## config.mk

```make
export PLATFORM = sky130hd
export DESIGN_NAME = pssm_window_scan
export DESIGN_NICKNAME = d
export VERILOG_FILES = /design/src/sv/pssm_pkg.sv /design/src/sv/pssm_cell.sv /design/src/sv/pssm_window_scan.sv
export SDC_FILE = /design/constraint.sdc
export NUM_CORES = 2
export LEC_CHECK = 0
export ABC_CLOCK_PERIOD_IN_PS = 12200
export BUFFER_PORTS_ARGS = -buffer_cell sky130_fd_sc_hd__buf_4
export CAP_MARGIN = 0
export CORE_UTILIZATION = 59
export DETAILED_ROUTE_END_ITERATION = 12
export PLACE_DENSITY = 0.76
export SETUP_SLACK_MARGIN = 0.1
export SYNTH_ARGS = -nofsm -noshare
export SYNTH_HDL_FRONTEND = slang
export SYNTH_SLANG_ARGS = --single-unit
```

## constraint.sdc

```tcl
create_clock -name clk -period 12.2 [get_ports clk]
set_clock_uncertainty 0.15 [all_clocks]
set_input_delay 1.83 -clock clk [delete_from_list [all_inputs] [get_ports clk]]
set_output_delay 1.83 -clock clk [all_outputs]
set_load 0.01 [all_outputs]
```

## src/sv/pssm_pkg.sv

```systemverilog
// ----------------------------------------------------------------------------
// pssm_pkg
// Shared types, widths, codes and arithmetic helpers for the PSSM window
// scanner.
// ----------------------------------------------------------------------------
package pssm_pkg;

  localparam int MAX_WIDTH   = 16;
  localparam int WEIGHT_BITS = 16;
  localparam int INDEX_BITS  = 20;
  localparam int SCORE_BITS  = 20;
  localparam int OFFSET_BITS = 4;
  localparam int BASE_BITS   = 2;
  localparam int NUM_BASES   = 4;
  localparam int CFG_BITS    = 5;
  localparam int CELL_BITS   = $clog2(MAX_WIDTH);

  localparam logic [INDEX_BITS-1:0] INDEX_MAX = {INDEX_BITS{1'b1}};

  localparam logic CMD_WRITE  = 1'b0;
  localparam logic CMD_STREAM = 1'b1;

  localparam logic REG_MOTIF_WIDTH = 1'b0;
  localparam logic [CFG_BITS-1:0] MOTIF_WIDTH_RESET = CFG_BITS'(16);

  // Weight write toward one cell.
  typedef struct packed {
    logic                          wr_en;
    logic [BASE_BITS-1:0]          wr_base;
    logic signed [WEIGHT_BITS-1:0] wr_weight;
  } pssm_wr_t;

  // Base step broadcast to every cell.
  typedef struct packed {
    logic                 step;
    logic                 clear;
    logic [BASE_BITS-1:0] base;
  } pssm_step_t;

  // Adds a weight to a partial sum and saturates to the signed score range.
  function automatic logic signed [SCORE_BITS-1:0] sat_add(
    input logic signed [SCORE_BITS-1:0]  a,
    input logic signed [WEIGHT_BITS-1:0] b
  );
    logic signed [SCORE_BITS:0] s;
    s = {a[SCORE_BITS-1], a} + {{(SCORE_BITS+1-WEIGHT_BITS){b[WEIGHT_BITS-1]}}, b};
    if (s[SCORE_BITS] != s[SCORE_BITS-1]) begin
      sat_add = s[SCORE_BITS] ? {1'b1, {(SCORE_BITS-1){1'b0}}}
                              : {1'b0, {(SCORE_BITS-1){1'b1}}};
    end else begin
      sat_add = s[SCORE_BITS-1:0];
    end
  endfunction

endpackage

```

## src/sv/pssm_cell.sv

```systemverilog
// ----------------------------------------------------------------------------
// pssm_cell
// One window offset: holds the four weights of that offset and the partial
// sum of the open window that has just passed it.
// ----------------------------------------------------------------------------
module pssm_cell
  import pssm_pkg::*;
(
  input  logic                         clk,
  input  logic                         rst,
  input  pssm_wr_t                     wr,
  input  pssm_step_t                   stp,
  input  logic signed [SCORE_BITS-1:0] ps_in,
  output logic signed [SCORE_BITS-1:0] sum,
  output logic signed [SCORE_BITS-1:0] ps_out
);

  logic signed [WEIGHT_BITS-1:0] weights [NUM_BASES];
  logic signed [SCORE_BITS-1:0]  ps;

  assign sum    = sat_add(ps_in, weights[stp.base]);
  assign ps_out = ps;

  always_ff @(posedge clk) begin
    if (rst) begin
      for (int i = 0; i < NUM_BASES; i++) begin
        weights[i] <= '0;
      end
    end else if (wr.wr_en) begin
      weights[wr.wr_base] <= wr.wr_weight;
    end
  end

  // The sum moves one cell along per base; the last base of a sequence
  // empties every open window.
  always_ff @(posedge clk) begin
    if (rst) begin
      ps <= '0;
    end else if (stp.step) begin
      ps <= stp.clear ? '0 : sum;
    end
  end

endmodule

```

## src/sv/pssm_window_scan.sv

```systemverilog
// ----------------------------------------------------------------------------
// pssm_window_scan
// Scores every window of motif_width bases against a position-specific
// scoring matrix held in a row of offset cells.
// ----------------------------------------------------------------------------
// Latency: a result word is valid in the cycle after its base word is taken.
// Throughput: one input word per cycle while the output register is not
// held; every cell adds its weight to its open window in the same cycle,
// and the single output register decouples the two sides.
// Reset: weights, partial sums and the base count clear at once, and
// motif_width returns to 16; no clearing pass is needed.
module pssm_window_scan
  import pssm_pkg::*;
(
  input  logic                          clk,
  input  logic                          rst,
  // Configuration port.
  input  logic                          psel,
  input  logic                          penable,
  input  logic                          pwrite,
  input  logic [2:0]                    paddr,
  input  logic [31:0]                   pwdata,
  output logic [31:0]                   prdata,
  output logic                          pready,
  // Input words.
  input  logic                          item_valid,
  output logic                          item_ready,
  input  logic                          command,
  input  logic [OFFSET_BITS-1:0]        offset,
  input  logic [BASE_BITS-1:0]          base,
  input  logic signed [WEIGHT_BITS-1:0] weight,
  input  logic                          last,
  // Result words.
  output logic                          result_valid,
  input  logic                          result_ready,
  output logic signed [SCORE_BITS-1:0]  score,
  output logic [INDEX_BITS-1:0]         window_start,
  output logic                          end_of_sequence
);

  logic [CFG_BITS-1:0]          motif_width;
  logic [INDEX_BITS-1:0]        bases_seen;
  logic [INDEX_BITS-1:0]        bases_seen_next;
  logic [CELL_BITS-1:0]         w_m1;
  logic                         accept;
  logic                         stream;
  logic                         emit;
  logic [INDEX_BITS-1:0]        start;
  pssm_step_t                   stp;
  logic signed [SCORE_BITS-1:0] sums    [MAX_WIDTH];
  logic signed [SCORE_BITS-1:0] ps_regs [MAX_WIDTH];

  // Configuration register. Only the one register exists, decoded from
  // paddr[2] alone: a write with paddr[2] clear reaches it, any other is dropped.
  assign pready = 1'b1;
  assign prdata = {{(32-CFG_BITS){1'b0}}, motif_width};

  always_ff @(posedge clk) begin
    if (rst) begin
      motif_width <= MOTIF_WIDTH_RESET;
    end else if (psel && penable && pwrite && pready && paddr[2] == REG_MOTIF_WIDTH) begin
      motif_width <= pwdata[CFG_BITS-1:0];
    end
  end

  // The effective width clamps zero to one and anything past the cell
  // count to the full row; it is kept here as width minus one.
  always_comb begin
    if (motif_width == '0) begin
      w_m1 = '0;
    end else if (motif_width > CFG_BITS'(MAX_WIDTH)) begin
      w_m1 = CELL_BITS'(MAX_WIDTH - 1);
    end else begin
      w_m1 = CELL_BITS'(motif_width - CFG_BITS'(1));
    end
  end

  // A new word is taken whenever the output register is empty or is being
  // drained in this same cycle.
  assign item_ready = !result_valid || result_ready;
  assign accept     = item_valid && item_ready;
  assign stream     = accept && command == CMD_STREAM;

  assign stp.step  = stream;
  assign stp.clear = last;
  assign stp.base  = base;

  // The row of cells. Cell k owns offset k; its partial sum feeds cell k+1,
  // and cell zero starts each new window from zero.
  for (genvar k = 0; k < MAX_WIDTH; k++) begin : g_cell
    pssm_wr_t wr;
    logic signed [SCORE_BITS-1:0] ps_in;

    assign wr.wr_en     = accept && command == CMD_WRITE && offset == OFFSET_BITS'(k);
    assign wr.wr_base   = base;
    assign wr.wr_weight = weight;

    if (k == 0) begin : g_head
      assign ps_in = '0;
    end else begin : g_link
      assign ps_in = ps_regs[k-1];
    end

    pssm_cell u_cell (
      .clk    (clk),
      .rst    (rst),
      .wr     (wr),
      .stp    (stp),
      .ps_in  (ps_in),
      .sum    (sums[k]),
      .ps_out (ps_regs[k])
    );
  end

  // A window closes once the sequence holds at least width bases. Its start
  // is the current index less one less than the width, except that a
  // saturated count reports the maximum index.
  assign emit = ({1'b0, bases_seen} + (INDEX_BITS+1)'(1))
                >= (INDEX_BITS+1)'({1'b0, w_m1} + (CELL_BITS+1)'(1));
  assign start = (bases_seen == INDEX_MAX) ? INDEX_MAX
                                           : bases_seen - INDEX_BITS'(w_m1);

  always_comb begin
    if (last) begin
      bases_seen_next = '0;
    end else if (bases_seen != INDEX_MAX) begin
      bases_seen_next = bases_seen + INDEX_BITS'(1);
    end else begin
      bases_seen_next = bases_seen;
    end
  end

  always_ff @(posedge clk) begin
    if (rst) begin
      bases_seen <= '0;
    end else if (stream) begin
      bases_seen <= bases_seen_next;
    end
  end

  // Output register.
  always_ff @(posedge clk) begin
    if (rst) begin
      result_valid <= 1'b0;
    end else if (stream && emit) begin
      result_valid <= 1'b1;
    end else if (result_ready) begin
      result_valid <= 1'b0;
    end
  end

  always_ff @(posedge clk) begin
    if (stream && emit) begin
      score           <= sums[w_m1];
      window_start    <= start;
      end_of_sequence <= last;
    end
  end

`ifndef NO_ASSERTIONS
  a_write_no_result: assert property (@(posedge clk) disable iff (rst)
    accept && command == CMD_WRITE |=> !result_valid)
    else $error("weight write produced a result word");

  a_last_resets_count: assert property (@(posedge clk) disable iff (rst)
    stream && last |=> bases_seen == '0 && ps_regs[0] == '0)
    else $error("sequence end did not clear the scan state");

  a_first_base_short: assert property (@(posedge clk) disable iff (rst)
    stream && bases_seen == '0 && w_m1 != '0 |=> !result_valid)
    else $error("result emitted before a full window");

  a_stall_blocks_input: assert property (@(posedge clk) disable iff (rst)
    result_valid && !result_ready |-> !item_ready)
    else $error("input taken while output register is held");
`endif

endmodule
```

# ---- Yosys cells after proc, flatten, opt, wreduce, memory -nomap -nowiden
# Memories as Yosys holds them, arrays and structs flattened.
# Index checks and enable logic that the tools add are counted.
dict set report word_totals {
  word_cells 293
  memories 16
  input_bits 66
  ff_bits 367
  ram_bits 1024
}
dict set report op_classes {
  n_reduce_logical 46
  mux 152
  magnitude_cmp 3
  addsub 20
  bitwise 3
  n_eq_ne 32
}
# memory words width rd rd_ports_with_merged_regs wr line
set memory_table {}
lappend memory_table {{g_cell[0].u_cell.weights} 4 16 1 0 4 pssm_cell.sv:18} ;# logic signed [WEIGHT_BITS-1:0] weights [NUM_BASES];
lappend memory_table {{g_cell[10].u_cell.weights} 4 16 1 0 4 pssm_cell.sv:18}
lappend memory_table {{g_cell[11].u_cell.weights} 4 16 1 0 4 pssm_cell.sv:18}
lappend memory_table {{g_cell[12].u_cell.weights} 4 16 1 0 4 pssm_cell.sv:18}
lappend memory_table {{g_cell[13].u_cell.weights} 4 16 1 0 4 pssm_cell.sv:18}
lappend memory_table {{g_cell[14].u_cell.weights} 4 16 1 0 4 pssm_cell.sv:18}
lappend memory_table {{+10 memories} - - - - - -}
# operator n
set op_table {}
lappend op_table {{$mux W20} 49}
lappend op_table {{$add A20 B16 Y21} 15}
lappend op_table {{$mux W16} 16}
lappend op_table {{$reduce_or A16 Y1} 16}
lappend op_table {{$bmux W20 S4} 1}
lappend op_table {{$mux W1} 68}
lappend op_table {{$eq A4 B4 Y1 const B} 8}
lappend op_table {{$mux W2} 16}
lappend op_table {{$logic_and A1 B1 Y1} 23}
lappend op_table {{$add A20 B1 Y21 const B} 1}
lappend op_table {{$ge A21 B5 Y1} 1}
lappend op_table {{$add A20 B1 Y20 const B} 1}
lappend op_table {{$eq A20 B20 Y1 const B} 1}
lappend op_table {{$ne A20 B20 Y1 const B} 1}
lappend op_table {{$sub A20 B4 Y20} 1}
lappend op_table {{$eq A4 B3 Y1 const B} 4}
lappend op_table {{$ne A1 B1 Y1} 15}
lappend op_table {{$eq A4 B2 Y1 const B} 2}
lappend op_table {{$mux W4} 2}
lappend op_table {{$add A4 B1 Y5 const B} 1}
lappend op_table {{$ge A5 B5 Y1 const B} 1}
lappend op_table {{$gt A5 B5 Y1 const B} 1}
lappend op_table {{$logic_not A5 Y1} 1}
lappend op_table {{$not A4 Y5} 1}
lappend op_table {{8 further kinds} 10}

# ---- Logic depth before layout (Yosys ltp)
dict set report depth {
  ltp_word 10
  ltp_mapped 22
  ltp_nobuf 18
}

# ---- Cells and area by module
# A second synthesis with hierarchy kept.
dict set report hier_totals {
  hier_cells 7474
  hier_area_um2 82044.9
}
# mod cells_per_inst seq_area_each_um2 n_inst area_each_um2
set by_module_without_submodules {}
lappend by_module_without_submodules {{pssm_cell at g_cell[0].u_cell ...} 407 2322.2 8 4702.0}
lappend by_module_without_submodules {{pssm_cell at g_cell[2].u_cell ...} 402 2322.2 5 4657.0}
lappend by_module_without_submodules {{pssm_cell at g_cell[7].u_cell ...} 417 2322.2 3 4825.9}
lappend by_module_without_submodules {pssm_window_scan 957 1751.7 1 6666.4}

# ---- Worst setup path before layout
# OpenSTA, ideal clock, no wires.
dict set report synth_path {
  path_kind {in2reg}
  from {input port base[0]}
  to {register score[9], data pin}
  n_path_buf 6
  path_slack_ps 5318
  stages 19
  required_time_ps 11796
  arrival_ps 6478
  path_cell_list {buf_2 -> buf_2 -> buf_2 -> buf_2 -> buf_1 -> mux4_2 -> ha_1 -> nand2_1 -> o21ai_1 -> a211o_1 -> a2111oi_4 -> o21ai_2 -> a31o_1 -> buf_2 -> o211a_1 -> a311oi_1 -> a31o_1 -> a211oi_1 -> o21a_1}
}
dict set report synth_via {
  elab_chain_cells 7
  elab_cells_between_ends 79
  classes_between {add/sub (15); eq/ne (15); mux (33); memory (16)}
}
# item line
set synth_lines {}
lappend synth_lines {{start: declaration} pssm_window_scan.sv:30} ;# input logic [BASE_BITS-1:0] base,
lappend synth_lines {{$mem_v2 Z4 W16} -}
lappend synth_lines {{$add A20 B16 Y21} pssm_pkg.sv:46} ;# s = {a[SCORE_BITS-1], a} + {{(SCORE_BITS+1-WEIGHT_BITS){b[WEIGHT_BITS-1]}}, b};
lappend synth_lines {{$mux W20 or $ne A1 B1 Y1 (tied branches)} {pssm_pkg.sv:48, pssm_pkg.sv:47}}
lappend synth_lines {{$mux W20} pssm_pkg.sv:47} ;# if (s[SCORE_BITS] != s[SCORE_BITS-1]) begin
lappend synth_lines {{$bmux W20 S4 (*)} pssm_window_scan.sv:154} ;# score <= sums[w_m1];
lappend synth_lines {{$mux W20 (not written as such) (*) (2 in a row)} pssm_window_scan.sv:154}
lappend synth_lines {{end signal: assignment} pssm_window_scan.sv:154}
lappend synth_lines {{end: declaration} pssm_window_scan.sv:36} ;# output logic signed [SCORE_BITS-1:0] score,
# Mark *: on every way between the ends. The rest lies on a longest branch, timed or not. The select of a mux whose other input is x is not followed.
# A chain may end at the register's enable or synchronous reset.

# ---- Worst setup path after layout
dict set report layout_path {
  from {input port base[0]}
  to {register score[7], data pin}
}
# The elaborated chain is that of the path after synthesis.

==> impl_metrics.env <==
export IMPL_status="finished clean"
export IMPL_die_height_um=364
export IMPL_dp_worst_setup_slack_ps=3630
export IMPL_layoutNonFillerInstCount=8792
export IMPL_timing_final_crit_period_ps=8060
export IMPL_synth_top_flop_cell="sky130_fd_sc_hd__edfxtp_1"
export IMPL_syn_area_per_cell_um2=10.8
export IMPL_fillers=9920
export IMPL_critical_path_startpoint_type="input pin"
export IMPL_rsz0062_at_grt="false"
export IMPL_tns_ps=0
export IMPL_multi_input_comb_area_um2=36200
export IMPL_cts_hold_buffers_added=0
export IMPL_cap_violations=0
export IMPL_initial_core_utilization_pct=59.6
export IMPL_slew_limit_headroom_pct=2.58
export IMPL_ys_seq_elements=1387
export IMPL_fin_ws_ps=4140
export IMPL_ios=142
export IMPL_detailed_place_hpwl_um=167000
export IMPL_static_leakage_power_nw=33.3
export IMPL_netlist_instances=7135
export IMPL_synth_edff_count=1065
export IMPL_crit_arrival_ps=8390
export IMPL_placement_io_buffers=84
export IMPL_worst_path_max_fanout=83
export IMPL_h_tree_depth=4
export IMPL_setup_repair_bufs_after_cts=0
export IMPL_regArea_um2=38400
export IMPL_cts_num_sinks=1387
export IMPL_syn_area_um2=77200
export IMPL_path_class_of_the_lowest_slack_min_delay_path="flop to flop"
export IMPL_ys_types=114
export IMPL_detailedRoute_firstIterationViolations=9123
export IMPL_fin_crit_sh_pct=66.1
export IMPL_root_buffer="sky130_fd_sc_hd__clkbuf_16"
export IMPL_count_leader_synth="sky130_fd_sc_hd__edfxtp_1"
export IMPL_clk_insertion_delay_late_ps=810
export IMPL_maxSlewViolCount=0
export IMPL_dpl_cell_count=8507
export IMPL_ys_warnings_count=0
export IMPL_grt_usage_pct=38.4
export IMPL_drc_violation_count_after_routing=0
export IMPL_post_cts_resized_instances=0
export IMPL_synthTopCellsByCount="1065 x sky130_fd_sc_hd__edfxtp_1, 887 x sky130_fd_sc_hd__nor2_1, 566 x sky130_fd_sc_hd__a21oi_1, 546 x sky130_fd_sc_hd__and3_1, 451 x sky130_fd_sc_hd__clkbuf_1"
export IMPL_gpl_final_weighted_congestion=1.05
export IMPL_vias_in_the_first_global_route=55910
export IMPL_setup_violations=0
export IMPL_clkTransAtPathRegs_ps=60
export IMPL_cp_required_ps=12530
export IMPL_critical_path_class="input pin to flop"
export IMPL_worst_pin_slew_ps=1450
export IMPL_power_per_cell_area_nw_per_um2=141
export IMPL_cts_tree="yes"
export IMPL_floorplan_die_area_um2=132000
export IMPL_core_area_um2=130000
export IMPL_ir_drop_mv=0.133
export IMPL_nets_finish=7304
export IMPL_area_growth_syn_to_layout_pct=8.30
export IMPL_largest_net_degree_at_the_start_of_global_routing=142
export IMPL_global_route_overflow_total=0
export IMPL_numCtsBuffers=148
export IMPL_drt_total_wl_um=257000
export IMPL_grt_antenna_before_repair=17
export IMPL_crit_path_end_kind="flop"
export IMPL_floorplan_rows=132
export IMPL_synth_top_cell_by_area="sky130_fd_sc_hd__edfxtp_1"
export IMPL_ys_top_cells_by_area="sky130_fd_sc_hd__edfxtp_1 41%, sky130_fd_sc_hd__dfxtp_1 8.3%, sky130_fd_sc_hd__mux4_2 7.5%"
export IMPL_clockBufferDepth=3
export IMPL_avgViaCountPerCell=6.83
export IMPL_hold_viol_final=0
export IMPL_synth_seq_area_share_pct=49.8
export IMPL_synthDominantCellAreaShare_pct=41.4
export IMPL_chip_width_um=364
export IMPL_drt_first_pass_iters=6
export IMPL_final_layout_size_suffix_gt1_share_pct=11.5
export IMPL_final_hold_worst_slack_ps=308
export IMPL_achievable_frequency_mhz=124
export IMPL_grt_first_pass_wirelength_um=371000
export IMPL_routedWlPerCell_um=29.3
export IMPL_vias=60082
export IMPL_async_reset_ff_share_pct=0
export IMPL_detail_route_antenna_nets=0
per-stage QoR:
stage          utilization, %  cell area [um^2]  total power [mW]
2_1_floorplan               -             77300              6.55
3_3_place_gp             60.8             78800              7.21
3_5_place_dp             60.8             78800              7.24
4_1_cts                  64.5             83600              11.7
5_1_grt                  64.5             83600              12.0
6_report                 64.5             83600              11.8
path summary, 6_finish.rpt:
path	depth (start not counted)	endpoint	from	slack, ps
worst max-delay path	15	score[7]	base[0]	4140
worst max register to register	13	score[7]	g_cell[12].u_cell.weights[3][6]	6290
worst min-delay path	2	g_cell[14].u_cell.ps_out[17]	g_cell[14].u_cell.ps_out[17]	310
worst min register to register	2	g_cell[14].u_cell.ps_out[17]	g_cell[14].u_cell.ps_out[17]	310
kinds of logic (layout without fill, tap and decap cells):
family | count (synthesis) | count (layout) | synth area share (%)
other | 2 | 42 | 0.00972
buffers and inverters | 708 | 583 | 3.72
adder cells (fa/ha/maj) | 349 | 349 | 5.73
AO/OA/AOI/OAI | 1702 | 1702 | 14.4
multiplexers | 276 | 276 | 7.75
AND/OR/NAND/NOR | 2477 | 2477 | 16.0
flip-flops | 1387 | 1387 | 49.8
XOR/XNOR | 234 | 234 | 2.66
placed cells by master (no fill, tap or decap), types with 183 or more instances in the layout:
cell,instances
sky130_fd_sc_hd__and2_1,270
sky130_fd_sc_hd__buf_4,183
sky130_fd_sc_hd__mux4_2,256
sky130_fd_sc_hd__ha_1,307
sky130_fd_sc_hd__dfxtp_1,322
sky130_fd_sc_hd__nor2_1,872
sky130_fd_sc_hd__a21oi_1,565
sky130_fd_sc_hd__and3_1,546
sky130_fd_sc_hd__edfxtp_1,1065
sky130_fd_sc_hd__nand2_1,343
sky130_fd_sc_hd__o21ai_0,273
power by group:
group | switching (mW) | leakage, nW | internal [mW]
registers | 0.0677 | 13.4 | 5.25
clock network | 1.94 | 2.35 | 2.60
logic | 1.32 | 17.6 | 0.584
total | 3.33 | 33.3 | 8.44
routing by layer:
metal	wire length [um]	share of wire [%]	global-route usage, %
met5	75	0.029	0
met2	113000	44	57.2
met3	33100	13	9.51
met1	96700	38	52.0
met4	15000	5.8	20.7
cell type report:
cell class	instances	share of cell area (%)
well taps	1742	2.61
multi-input cells	5066	43.2
repair buffers	194	1.89
clock buffers	202	4.91
inverters	118	0.530
clock inverters	69	0.830
diodes	14	0.0419
flip-flops and latches	1387	45.9
critical path: stages:
cell and delay (ps):
sky130_fd_sc_hd__buf_8 630, sky130_fd_sc_hd__buf_12 610, sky130_fd_sc_hd__mux4_2 670, sky130_fd_sc_hd__ha_1 370, sky130_fd_sc_hd__and2_1 190, sky130_fd_sc_hd__nor4_1 260, sky130_fd_sc_hd__a211oi_1 200, sky130_fd_sc_hd__o2111ai_1 340
sky130_fd_sc_hd__and2_1 250, sky130_fd_sc_hd__mux2i_1 890, sky130_fd_sc_hd__o21ai_0 290, sky130_fd_sc_hd__nor2_1 410, sky130_fd_sc_hd__nor3_1 100, sky130_fd_sc_hd__a2111oi_1 1060, sky130_fd_sc_hd__a221oi_2 160
registers in the layout, summed over array words and instances, names as in the netlist:
name / cells
end_of_sequence: 1
window_start: 20
g_cell.u_cell.ps_out: 296
motif_width: 5
result_valid: 1
bases_seen: 20
g_cell.u_cell.weights: 1024
score: 20
No activity file was read; power rests on OpenSTA's default activity.
